==> src/pli_pkg.sv <==
// Shared types and constants of the piecewise linear interpolator.
package pli_pkg;

	localparam int IDX_W          = 6;
	localparam int PCOUNT_W       = 7;
	localparam int MAX_POINTS_DEF = 64;
	localparam int X_WIDTH_DEF    = 16;
	localparam int Y_WIDTH_DEF    = 24;

	localparam logic OP_WRITE = 1'b0;
	localparam logic OP_QUERY = 1'b1;

	typedef enum logic [2:0] {
		ST_IDLE,
		ST_SCAN,
		ST_MAG,
		ST_MUL,
		ST_DIV,
		ST_FIN
	} pli_state_t;

	// Control part of the item travelling down the breakpoint chain.
	typedef struct packed {
		logic valid;
		logic done;
	} pli_ctl_t;

endpackage

==> src/pli_div.sv <==
// Restoring divider, one quotient bit per cycle.
module pli_div #(
	parameter int N_W = 41,
	parameter int D_W = 16
) (
	input  logic           clk,
	input  logic           arst_n,
	input  logic           start,
	input  logic [N_W-1:0] num,
	input  logic [D_W-1:0] den,
	output logic           done,
	output logic [N_W-1:0] quo
);
	import pli_pkg::*;

	localparam int CW = (N_W > 1) ? $clog2(N_W) : 1;

	logic           busy_q;
	logic           done_q;
	logic [CW-1:0]  cnt_q;
	logic [D_W-1:0] rem_q;
	logic [D_W-1:0] den_q;
	logic [N_W-1:0] quo_q;
	logic [D_W:0]   shifted;
	logic [D_W:0]   diff;
	logic           ge;

	assign shifted = {rem_q, quo_q[N_W-1]};
	assign diff    = shifted - {1'b0, den_q};
	assign ge      = shifted >= {1'b0, den_q};

	always_ff @(posedge clk or negedge arst_n) begin
		if (!arst_n) begin
			busy_q <= 1'b0;
			done_q <= 1'b0;
			cnt_q  <= '0;
		end else begin
			done_q <= 1'b0;
			if (start) begin
				busy_q <= 1'b1;
				cnt_q  <= '0;
			end else if (busy_q) begin
				cnt_q <= cnt_q + 1'b1;
				if (cnt_q == CW'(N_W - 1)) begin
					busy_q <= 1'b0;
					done_q <= 1'b1;
				end
			end
		end
	end

	always_ff @(posedge clk) begin
		if (start) begin
			quo_q <= num;
			rem_q <= '0;
			den_q <= den;
		end else if (busy_q) begin
			quo_q <= {quo_q[N_W-2:0], ge};
			rem_q <= ge ? diff[D_W-1:0] : shifted[D_W-1:0];
		end
	end

	assign done = done_q;
	assign quo  = quo_q;

endmodule

==> config.mk <==
export PLATFORM = sky130hd
export DESIGN_NAME = pli_div
export DESIGN_NICKNAME = d
export VERILOG_FILES = /design/src/pli_pkg.sv /design/src/pli_div.sv
export SDC_FILE = /design/constraint.sdc
export NUM_CORES = 1
export LEC_CHECK = 0
export BUFFER_PORTS_ARGS = -buffer_cell sky130_fd_sc_hd__buf_2
export CORE_MARGIN = 3
export CORE_UTILIZATION = 58
export DETAILED_ROUTE_END_ITERATION = 10
export GPL_TIMING_DRIVEN = 0
export HOLD_SLACK_MARGIN = 0.08
export PLACE_DENSITY = 0.95
export SYNTH_ARGS = -nofsm -noshare
export SYNTH_HDL_FRONTEND = slang
export SYNTH_SLANG_ARGS = --single-unit
==> constraint.sdc <==
create_clock -name clk -period 4.25 [get_ports clk]
set_clock_uncertainty 0.2 [all_clocks]
set_input_delay 0.85 -clock clk [delete_from_list [all_inputs] [get_ports clk]]
set_output_delay 0.85 -clock clk [all_outputs]
set_load 0.05 [all_outputs]
==> impl_metrics.csv <==
group,metric,value,unit
yosys,synth_cell_types,61,
worst_setup_path,worstSetupPathType,"input port to flop",
timing,fmax,319,MHz
drt,drcViolationCount,0,
global_routing,grtUsageTotal,25.0,%
yosys,synth_edf_count,57,
timing,rsz0062_at_grt,"no",
finish,syn2layout_area_growth,19.6,%
drt,ant_nets,0,
clock_network,numCtsBuffers,9,
finish,fin_cells,594,
placed_design,io_buffers,101,
finish,design_area,0.00524,mm²
finish,num-fill-cells,497,
timing,setup_viol,0,
clock_network,insertion_delay,370,ps
drt,via_count,3537,
placed_design,place.gp.congestion,0.928,
die,io_pins,102,
clock_network,clk_path_buf_depth,2,
die,die_area,0.00863,mm²
yosys,synth-async-reset-ratio,9.88,%
finish,utilization,71.8,%
yosys,synth_seq_cells,81,
run,cap_violations,0,
timing,tns,0,ps
clock_network,cts_tree,"built",
placed_design,dp.final_hpwl,7590,µm
yosys,synthMuxAreaShare,10.5,%
global_routing,grt_pass1_wl,16700,µm
placed_design,dpl_cell_area,0.00501,mm²
clock_network,clock_sinks,81,
timing,max-slew-margin-rel,45.2,%
yosys,ys.flop_type,"edfxtp_1",
finish,nets,569,
worst_setup_path,path_max_fanout,41,
global_routing,grt_pass1_vias,3460,
finish,layout-drive-gt1-share,36.4,%
drt,drt-initial-drc-count,340,
placed_design,dp_cells,578,
yosys,synth_top_family_by_area,"compound AO/OA/AOI/OAI gates",
die,dieWidth,92.9,µm
die,chipHeight,92.9,µm
die,design.core.area,0.00729,mm²
timing,period_needed,3130,ps
global_routing,grt_overflow_total,0,
worst_setup_path,r2r_start,"den_q[1]",
global_routing,grt_max_degree,42,
clock_network,cts-root-buf,"clkbuf_8",
clock_network,cts-htree-levels,3,
clock_network,cts.repair.resized,0,
worst_setup_path,endpoint_kind,"flop",
drt,dr.pass1.iters,5,
timing,final_max_slew_viol_count,0,
timing,fin_crit_sh,73.8,%
yosys,synth_fa_ha_area_share,5.60,%
global_routing,antenna_found_initial,0,
die,rows,31,
yosys,synth_xor_area_share,1.80,%
finish,multiInputGateArea,0.00194,mm²
worst_setup_path,cp-startpoint,"start",
drt,wl_per_cell,18.0,µm
die,start_util,60.1,%
finish,final_common_cell,"buf_2",
yosys,syn_inst,378,
finish,final-seq-area,0.00223,mm²
pwr,irDropWorstVdd,208,µV
clock_network,postCtsSetupBuffers,0,
timing,tightest_slew,820,ps
worst_setup_path,required,4040,ps
yosys,synth-simple-area-share,12.7,%
pwr,leakage,2.27,nW
yosys,synth_warnings,0,
drt,wl,10700,µm
hold_path,hold_path_class,"input port to asynchronous set/reset pin",
finish,layout_common_cells,"buf_2 (101), edfxtp_1 (57), mux2_2 (40), nor2_1 (31), nand2_1 (30)",
finish,diodes,0,
yosys,synth_area_per_cell,11.6,µm²
pwr,p_per_area,381,mW/mm²
timing,hold_viol,0,
run_status,status,"complete, no violations",
worst_setup_path,cp-start-kind,"input port",
clock_network,cts.reportedPaths.clkPinSlew,90,ps
pwr,p_total,2.00,mW
drt,vias_per_cell,5.95,
yosys,syn_nets,457,
clock_network,cts-hold-fix-buffers,0,
worst_setup_path,cp_data_arrival_time,2930,ps
yosys,synth_compound_area_share,13.6,%
yosys,yosysSeqAreaShare,51.0,%
yosys,syn_area,0.00438,mm²
critical path, cell delays in order:
cell and delay (ps):
buf_2 350, clkbuf_1 450, clkbuf_1 480, nor2_1 150
inv_2 640
worst paths after layout:
kind | to | slack, ps | cells after the start
min reg2reg | rem_q[3] | 310 | 2
min | cnt_q[4] | 100 | 1
max in group asynchronous | cnt_q[0] | 3570 | 1
max | quo[27] | 1120 | 5
max reg2reg | rem_q[7] | 1200 | 9
min in group clk | rem_q[3] | 310 | 2
sequential cells by signal (all words and copies together) (netlist names):
signal  flops
done        1
rem_q      16
den_q      16
quo        41
busy_q      1
cnt_q       6
synthesized netlist by cell type, drive strengths merged (7+ instances only):
cell / n / area share [%]
edfxtp: 57 / 39
mux2: 40 / 10
nor2: 31 / 2.7
nand2: 30 / 2.6
inv: 28 / 2.4
ha: 18 / 5.1
dfxtp: 16 / 7.3
a21oi: 14 / 1.9
clkbuf: 11 / 1.1
a311oi: 10 / 2.0
o21ai: 9 / 1.0
dfrtp: 8 / 4.6
buf: 7 / 1.4
nand4: 7 / 1.1
area by class of cell:
class                           instances  share of cell area (%)
Tap cell                               99                    2.37
Clock buffer                            9                    2.37
Multi-Input combinational cell        251                    37.0
Sequential cell                        81                    42.6
Inverter                               28                    2.01
Clock inverter                          7                    2.01
Buffer                                 18                    2.03
Timing Repair Buffer                  101                    9.65
routing by layer:
metal / vias up / track usage, % / routed length (µm)
met3: 41 / 6.34 / 740
li1: 1630 / - / -
met5: - / 0 / 0
met1: 1676 / 30.5 / 4060
met2: 190 / 41.8 / 5530
met4: 0 / 11.4 / 368
power breakdown:
| group | switching [mW] | internal (mW) |
|---|---|---|
| clock | 0.318 | 0.341 |
| sequential | 0.0321 | 0.911 |
| combinational | 0.268 | 0.127 |
stage by stage:
stage	setup WS, ps	hold slack [ps]
finish	1120	102
global route	952	111
CTS	673	100
detailed placement	354	300
global placement	420	295
floorplan	1370	270
cells by family (layout without fill, tap and decap cells):
logic type      after synthesis  count (layout)
flops                        81              81
buf+inv                      46             163
fa+ha+maj                    19              19
xor+xnor                      9               9
mux                          41              41
compound gates               75              75
simple gates                107             107
(Power assumes the default switching activity.)
