$ cat src/pli_pkg.sv
// Shared types and constants of the piecewise linear interpolator.
package pli_pkg;

	localparam int IDX_W          = 6;
	localparam int PCOUNT_W       = 7;
	localparam int MAX_POINTS_DEF = 64;
	localparam int X_WIDTH_DEF    = 16;
	localparam int Y_WIDTH_DEF    = 24;

	localparam logic OP_WRITE = 1'b0;
	localparam logic OP_QUERY = 1'b1;

	typedef enum logic [2:0] {
		ST_IDLE,
		ST_SCAN,
		ST_MAG,
		ST_MUL,
		ST_DIV,
		ST_FIN
	} pli_state_t;

	// Control part of the item travelling down the breakpoint chain.
	typedef struct packed {
		logic valid;
		logic done;
	} pli_ctl_t;

endpackage

$ cat src/pli_cell.sv
// One breakpoint cell of the chain: holds an entry and tests the passing query.
module pli_cell #(
	parameter int IDX     = 0,
	parameter int X_WIDTH = pli_pkg::X_WIDTH_DEF,
	parameter int Y_WIDTH = pli_pkg::Y_WIDTH_DEF,
	parameter int CNT_W   = pli_pkg::PCOUNT_W
) (
	input  logic                        clk,
	input  logic                        arst_n,
	input  logic                        wr_en,
	input  logic [pli_pkg::IDX_W-1:0]   wr_idx,
	input  logic [X_WIDTH-1:0]          wr_x,
	input  logic signed [Y_WIDTH-1:0]   wr_y,
	input  logic [CNT_W-1:0]            count,
	input  pli_pkg::pli_ctl_t           in_ctl,
	input  logic [X_WIDTH-1:0]          in_q,
	input  logic [X_WIDTH-1:0]          in_xa,
	input  logic [X_WIDTH-1:0]          in_xb,
	input  logic signed [Y_WIDTH-1:0]   in_ya,
	input  logic signed [Y_WIDTH-1:0]   in_yb,
	output pli_pkg::pli_ctl_t           out_ctl,
	output logic [X_WIDTH-1:0]          out_q,
	output logic [X_WIDTH-1:0]          out_xa,
	output logic [X_WIDTH-1:0]          out_xb,
	output logic signed [Y_WIDTH-1:0]   out_ya,
	output logic signed [Y_WIDTH-1:0]   out_yb
);
	import pli_pkg::*;

	logic [X_WIDTH-1:0]        x_q;
	logic signed [Y_WIDTH-1:0] y_q;
	pli_ctl_t                  ctl_q;
	logic [X_WIDTH-1:0]        q_q;
	logic [X_WIDTH-1:0]        xa_q;
	logic [X_WIDTH-1:0]        xb_q;
	logic signed [Y_WIDTH-1:0] ya_q;
	logic signed [Y_WIDTH-1:0] yb_q;
	logic                      act;
	logic                      hit;
	logic                      pass_prev;

	assign act       = CNT_W'(IDX) < count;
	assign hit       = in_ctl.valid && !in_ctl.done && act && (in_q < x_q);
	assign pass_prev = in_ctl.valid && !in_ctl.done && act && !hit;

	always_ff @(posedge clk) begin
		if (wr_en && (32'(wr_idx) == IDX)) begin
			x_q <= wr_x;
			y_q <= wr_y;
		end
	end

	always_ff @(posedge clk or negedge arst_n) begin
		if (!arst_n) begin
			ctl_q <= '0;
		end else begin
			ctl_q.valid <= in_ctl.valid;
			ctl_q.done  <= in_ctl.done | hit;
		end
	end

	// First cell clamps below its abscissa: zero offset, both ordinates its own.
	always_ff @(posedge clk) begin
		q_q <= in_q;
		if (hit) begin
			xa_q <= (IDX == 0) ? in_q : in_xa;
			ya_q <= (IDX == 0) ? y_q : in_ya;
			xb_q <= x_q;
			yb_q <= y_q;
		end else if (pass_prev) begin
			xa_q <= x_q;
			ya_q <= y_q;
			xb_q <= in_xb;
			yb_q <= in_yb;
		end else begin
			xa_q <= in_xa;
			ya_q <= in_ya;
			xb_q <= in_xb;
			yb_q <= in_yb;
		end
	end

	assign out_ctl = ctl_q;
	assign out_q   = q_q;
	assign out_xa  = xa_q;
	assign out_xb  = xb_q;
	assign out_ya  = ya_q;
	assign out_yb  = yb_q;

endmodule

$ cat config.mk
export PLATFORM = sky130hd
export DESIGN_NAME = pli_cell
export DESIGN_NICKNAME = d
export VERILOG_FILES = /design/src/pli_pkg.sv /design/src/pli_cell.sv
export SDC_FILE = /design/constraint.sdc
export NUM_CORES = 1
export LEC_CHECK = 0
export BUFFER_PORTS_ARGS = -buffer_cell sky130_fd_sc_hd__buf_2
export CORE_ASPECT_RATIO = 1.2
export CORE_MARGIN = 2
export CORE_UTILIZATION = 47
export CTS_BUF_LIST = sky130_fd_sc_hd__clkbuf_8
export CTS_CLUSTER_DIAMETER = 120
export DETAILED_ROUTE_END_ITERATION = 8
export GPL_ROUTABILITY_DRIVEN = 0
export GPL_TIMING_DRIVEN = 1
export PLACE_DENSITY = 0.85
export SYNTH_ARGS = -nofsm -noshare
export SYNTH_HDL_FRONTEND = slang
export SYNTH_SLANG_ARGS = --single-unit
$ cat constraint.sdc
create_clock -name clk -period 2.2 [get_ports clk]
set_clock_uncertainty 0.05 [all_clocks]
set_input_delay 0.11 -clock clk [delete_from_list [all_inputs] [get_ports clk]]
set_output_delay 0.11 -clock clk [all_outputs]
set_load 0.05 [all_outputs]
==> results summary <==
The critical path class is flop to flop. The maximum fanout count along the critical path came out at 8. The global-route track usage on met3 came out at 9.17%.

The checks that failed: negative setup slack. The initial utilization of the core area, before any placement, comes to 48.3%. The maximum frequency from static timing analysis came out at 444 MHz. The final setup violation count came out at 56.

The via count of the first global-routing pass was just under 5000. Dividing the detail-routed via count by the number of cells gives 5.00. The wire length per cell after detailed routing is 20.4 um. The worst relative slew slack is approximately 64%. The floorplan row count is 40. The total wire length is 17800 um.

The flop and latch count out of synthesis is 138. The count of different cell masters after synthesis is 27. In the final layout, the share of cells above drive strength 1 is 56.0%. The class of the worst hold path is primary input to flop. Clock tree synthesis found a total of roughly 140 sinks.

The cell count after synthesis is between 300 and 400. The required time at the worst-slack endpoint is 2.48 ns. For this run, global-route usage on met2 was measured as 55.7%. TritonCTS built the clock tree.

In this run the most used layer during global routing was met2. After detailed routing, the number of remaining DRC violations is 0. Global routing consumed, on the met1 layer, 29.4% of the routing resources. CTS placed an instance of sky130_fd_sc_hd__clkbuf_8 at the clock tree root. The design draws 6.00 mW. The net count after synthesis is 475. The total I/O pin count came out at 252. The first-pass GRT wire length came out at 25400 um. Walking the worst path, the cells encountered are inv_2 > ha_4 > nand4_1 > nor3_2 > nand3b_1 > nand4_1 > buf_6 > clkbuf_16 > mux2_4. The overall die width is 96.9 um. The number of nets in the finished design came out at 902. Dividing total power by cell area gives a power density of slightly above 700 nW/um^2. Of the available clock period, the critical path in the final layout requires 102%.

The H-tree depth came out at 4. A synthesized cell averages approximately 16 um^2. For this design the static power due to leakage is just over 4 nW. The initial antenna violation count is 1. After detailed placement, the design holds a cell count of 693. The residual antenna-violating net count after detailed routing is 0. The count of cells along the worst register-to-register path came out at 9. The longest clock path from root to sink contains 2 buffers. The detailed-router iteration count before antenna repair is 4. The filler-free cell count of the finished design came out at between 800 and 900. The clock-pin slew on the worst setup and hold paths came out at 0.09 ns. The worst endpoint data arrival time is 2.53 ns. The core region area came out at 10100 um^2.

Across all register-to-register paths, the minimum setup slack is -0.05 ns. The routed design could run at a clock period as short as between 2 and 2.5 ns. The finished cells cover 8480 um^2. The number of buffer cells added on primary ports came out at 251. At the pin with the least slew margin, the transition time is 0.535 ns.

On the worst path, the slowest cell contributes a delay of 0.41 ns. Once placement finished, the instance area stood at around 6400 um^2. The vertical die dimension is 115 um.

The clock reaches the later pin of the worst-skew pair after ~0.45 ns. The final worst slack came out at -0.0531 ns. The die covers between 10000 and 15000 um^2. In the final timing run, aggregate negative setup slack is -1.71 ns. The maximum vdd drop came out at 0.000576 V. The total count of max-transition violations in the final report was 0. The placed wire-length estimate came out at 9170 um.

The run finished, with violations left. The violation count after the first detailed-routing iteration came out at 179. The number of hold-slack violations in the final timing report came out at 0. The Yosys step of the flow raised 0 warnings. Entering global routing, the biggest net connects 34 pins.

The worst hold path depth is 3. The CTS buffer count came out at 17. The post-synthesis instance area came out at 4860 um^2. Timing analysis after detailed placement gives a worst setup slack of -0.159 ns.

The all-layer global routing usage came out at 30.0%. The kind of start point of the critical path is a flop. The filler cell count is 496. The max-capacitance violation count is 0. Setup repair after global routing could not meet its margin everywhere.

The sequential share of the synthesized area came out at 65.2%. The end-of-flow core utilization came out at between 80% and 90%. The cell at the slowest stage of the critical path is sky130_fd_sc_hd__edfxtp_1. By instance count, the cell type seen most on the critical path is sky130_fd_sc_hd__nand4_1.

The total global routing overflow came out at 0. The layout-stage area growth over the synthesis result is 74.3%. The detailed-route via count came out at 4368. The worst hold slack came out at 0.173 ns.

The worst setup path is captured at a flop.
-- area by class of cell --
cell class	instances	area, um^2	area share (%)
clock buffers	17	234	2.76
clock inverters	15	118	1.39
well taps	126	158	1.86
multi-input cells	142	1760	20.8
flip-flops and latches	138	3170	37.4
diodes	2	5.00	0.0590
inverters	16	60.1	0.708
repair buffers	418	2970	35.0
-- kinds of logic after synthesis --
kind of cell / after synthesis / synth area share (%)
simple gates: 20 / 2.37
flops: 138 / 65.2
compound gates: 11 / 1.42
mux: 96 / 24.5
buf+inv: 26 / 2.65
fa+ha+maj: 15 / 3.86
-- worst max-delay path: cells and delay by family, from the launching register on --
family / cells / cell delay, ns
adder cells (fa/ha/maj): 1 / 0.26
buffers and inverters: 3 / 0.48
flip-flops: 1 / 0.41
multiplexers: 1 / 0.31
AND/OR/NAND/NOR: 4 / 0.65
-- sequential cells by signal, indices dropped and copies added (netlist names) --
register / count
out_ya: 24
out_yb: 24
y_q: 24
out_q: 16
out_xa: 16
out_xb: 16
x_q: 16
out_ctl: 2
-- Yosys cell counts (all sizes together) --
| master | instances | area share [%] |
|---|---|---|
| a2111oi | 1 | 0.18 |
| a211oi | 1 | 0.15 |
| a21oi | 4 | 0.49 |
| a41oi | 1 | 0.18 |
| buf | 8 | 1.3 |
| clkbuf | 2 | 0.15 |
| dfrtp | 2 | 1.0 |
| dfxtp | 96 | 40 |
| edfxtp | 40 | 25 |
| ha | 15 | 3.9 |
| inv | 16 | 1.2 |
| mux2 | 96 | 24 |
| nand2 | 3 | 0.23 |
| nand2b | 4 | 0.51 |
| nand3 | 1 | 0.10 |
| nand3b | 1 | 0.15 |
| nand4 | 2 | 0.26 |
| nor2 | 1 | 0.077 |
| nor3 | 4 | 0.41 |
| nor3b | 1 | 0.15 |
| nor4 | 2 | 0.26 |
| o21ai | 4 | 0.41 |
| or4b | 1 | 0.21 |
-- where the power goes --
part           switching [mW]  internal, mW  total, mW
combinational           0.745         0.562       1.31
clock                    1.11         0.797       1.91
sequential             0.0466          2.74       2.79
-- final timing paths --
| kind | from | end |
|---|---|---|
| hold / removal | wr_idx[3] | y_q[22] |
| min in group asynchronous | arst_n | out_ctl[0] |
| hold reg to reg | y_q[2] | out_yb[2] |
| setup reg to reg | x_q[15] | out_yb[13] |
| setup / recovery | x_q[15] | out_yb[13] |
| max in group asynchronous | arst_n | out_ctl[1] |
-- metal layers --
| layer | routed length [um] | vias to the layer above | part of all wire (%) |
|---|---|---|---|
| met2 | 9730 | 253 | 55 |
| met5 | 0 | - | 0 |
| met3 | 1250 | 62 | 7.0 |
| met4 | 777 | 0 | 4.4 |
| met1 | 6070 | 2100 | 34 |
| li1 | - | 1953 | - |
-- what timing repair did --
| item | in CTS | in global routing |
|---|---|---|
| gates cloned | 0 | 3 |
| setup buffers | 1 | 3 |
| hold endpoints to repair | 140 | 0 |
| endpoints found under the setup margin | 56 | 56 |
| gates resized for setup | 11 | 41 |
| hold buffers | 140 | 0 |
| pin swaps | 2 | 5 |
-- placed cells by master (no fill, tap or decap), types with 4 or more instances in the layout --
master / synthesis / final
sky130_fd_sc_hd__edfxtp_1: 40 / 40
sky130_fd_sc_hd__dfxtp_1: 96 / 96
sky130_fd_sc_hd__mux2_2: 67 / 40
sky130_fd_sc_hd__clkbuf_8: 0 / 17
sky130_fd_sc_hd__mux2_4: 29 / 56
sky130_fd_sc_hd__nand2b_1: 4 / 4
sky130_fd_sc_hd__ha_1: 15 / 11
sky130_fd_sc_hd__buf_2: 4 / 251
sky130_fd_sc_hd__buf_12: 0 / 4
sky130_fd_sc_hd__buf_4: 1 / 19
sky130_fd_sc_hd__o21ai_0: 4 / 4
sky130_fd_sc_hd__clkinv_4: 0 / 4
sky130_fd_sc_hd__inv_6: 0 / 5
sky130_fd_sc_hd__clkinvlp_4: 0 / 4
sky130_fd_sc_hd__inv_1: 16 / 14
sky130_fd_sc_hd__dlygate4sd3_1: 0 / 140
Note: power is estimated with default switching activity, not from simulation.
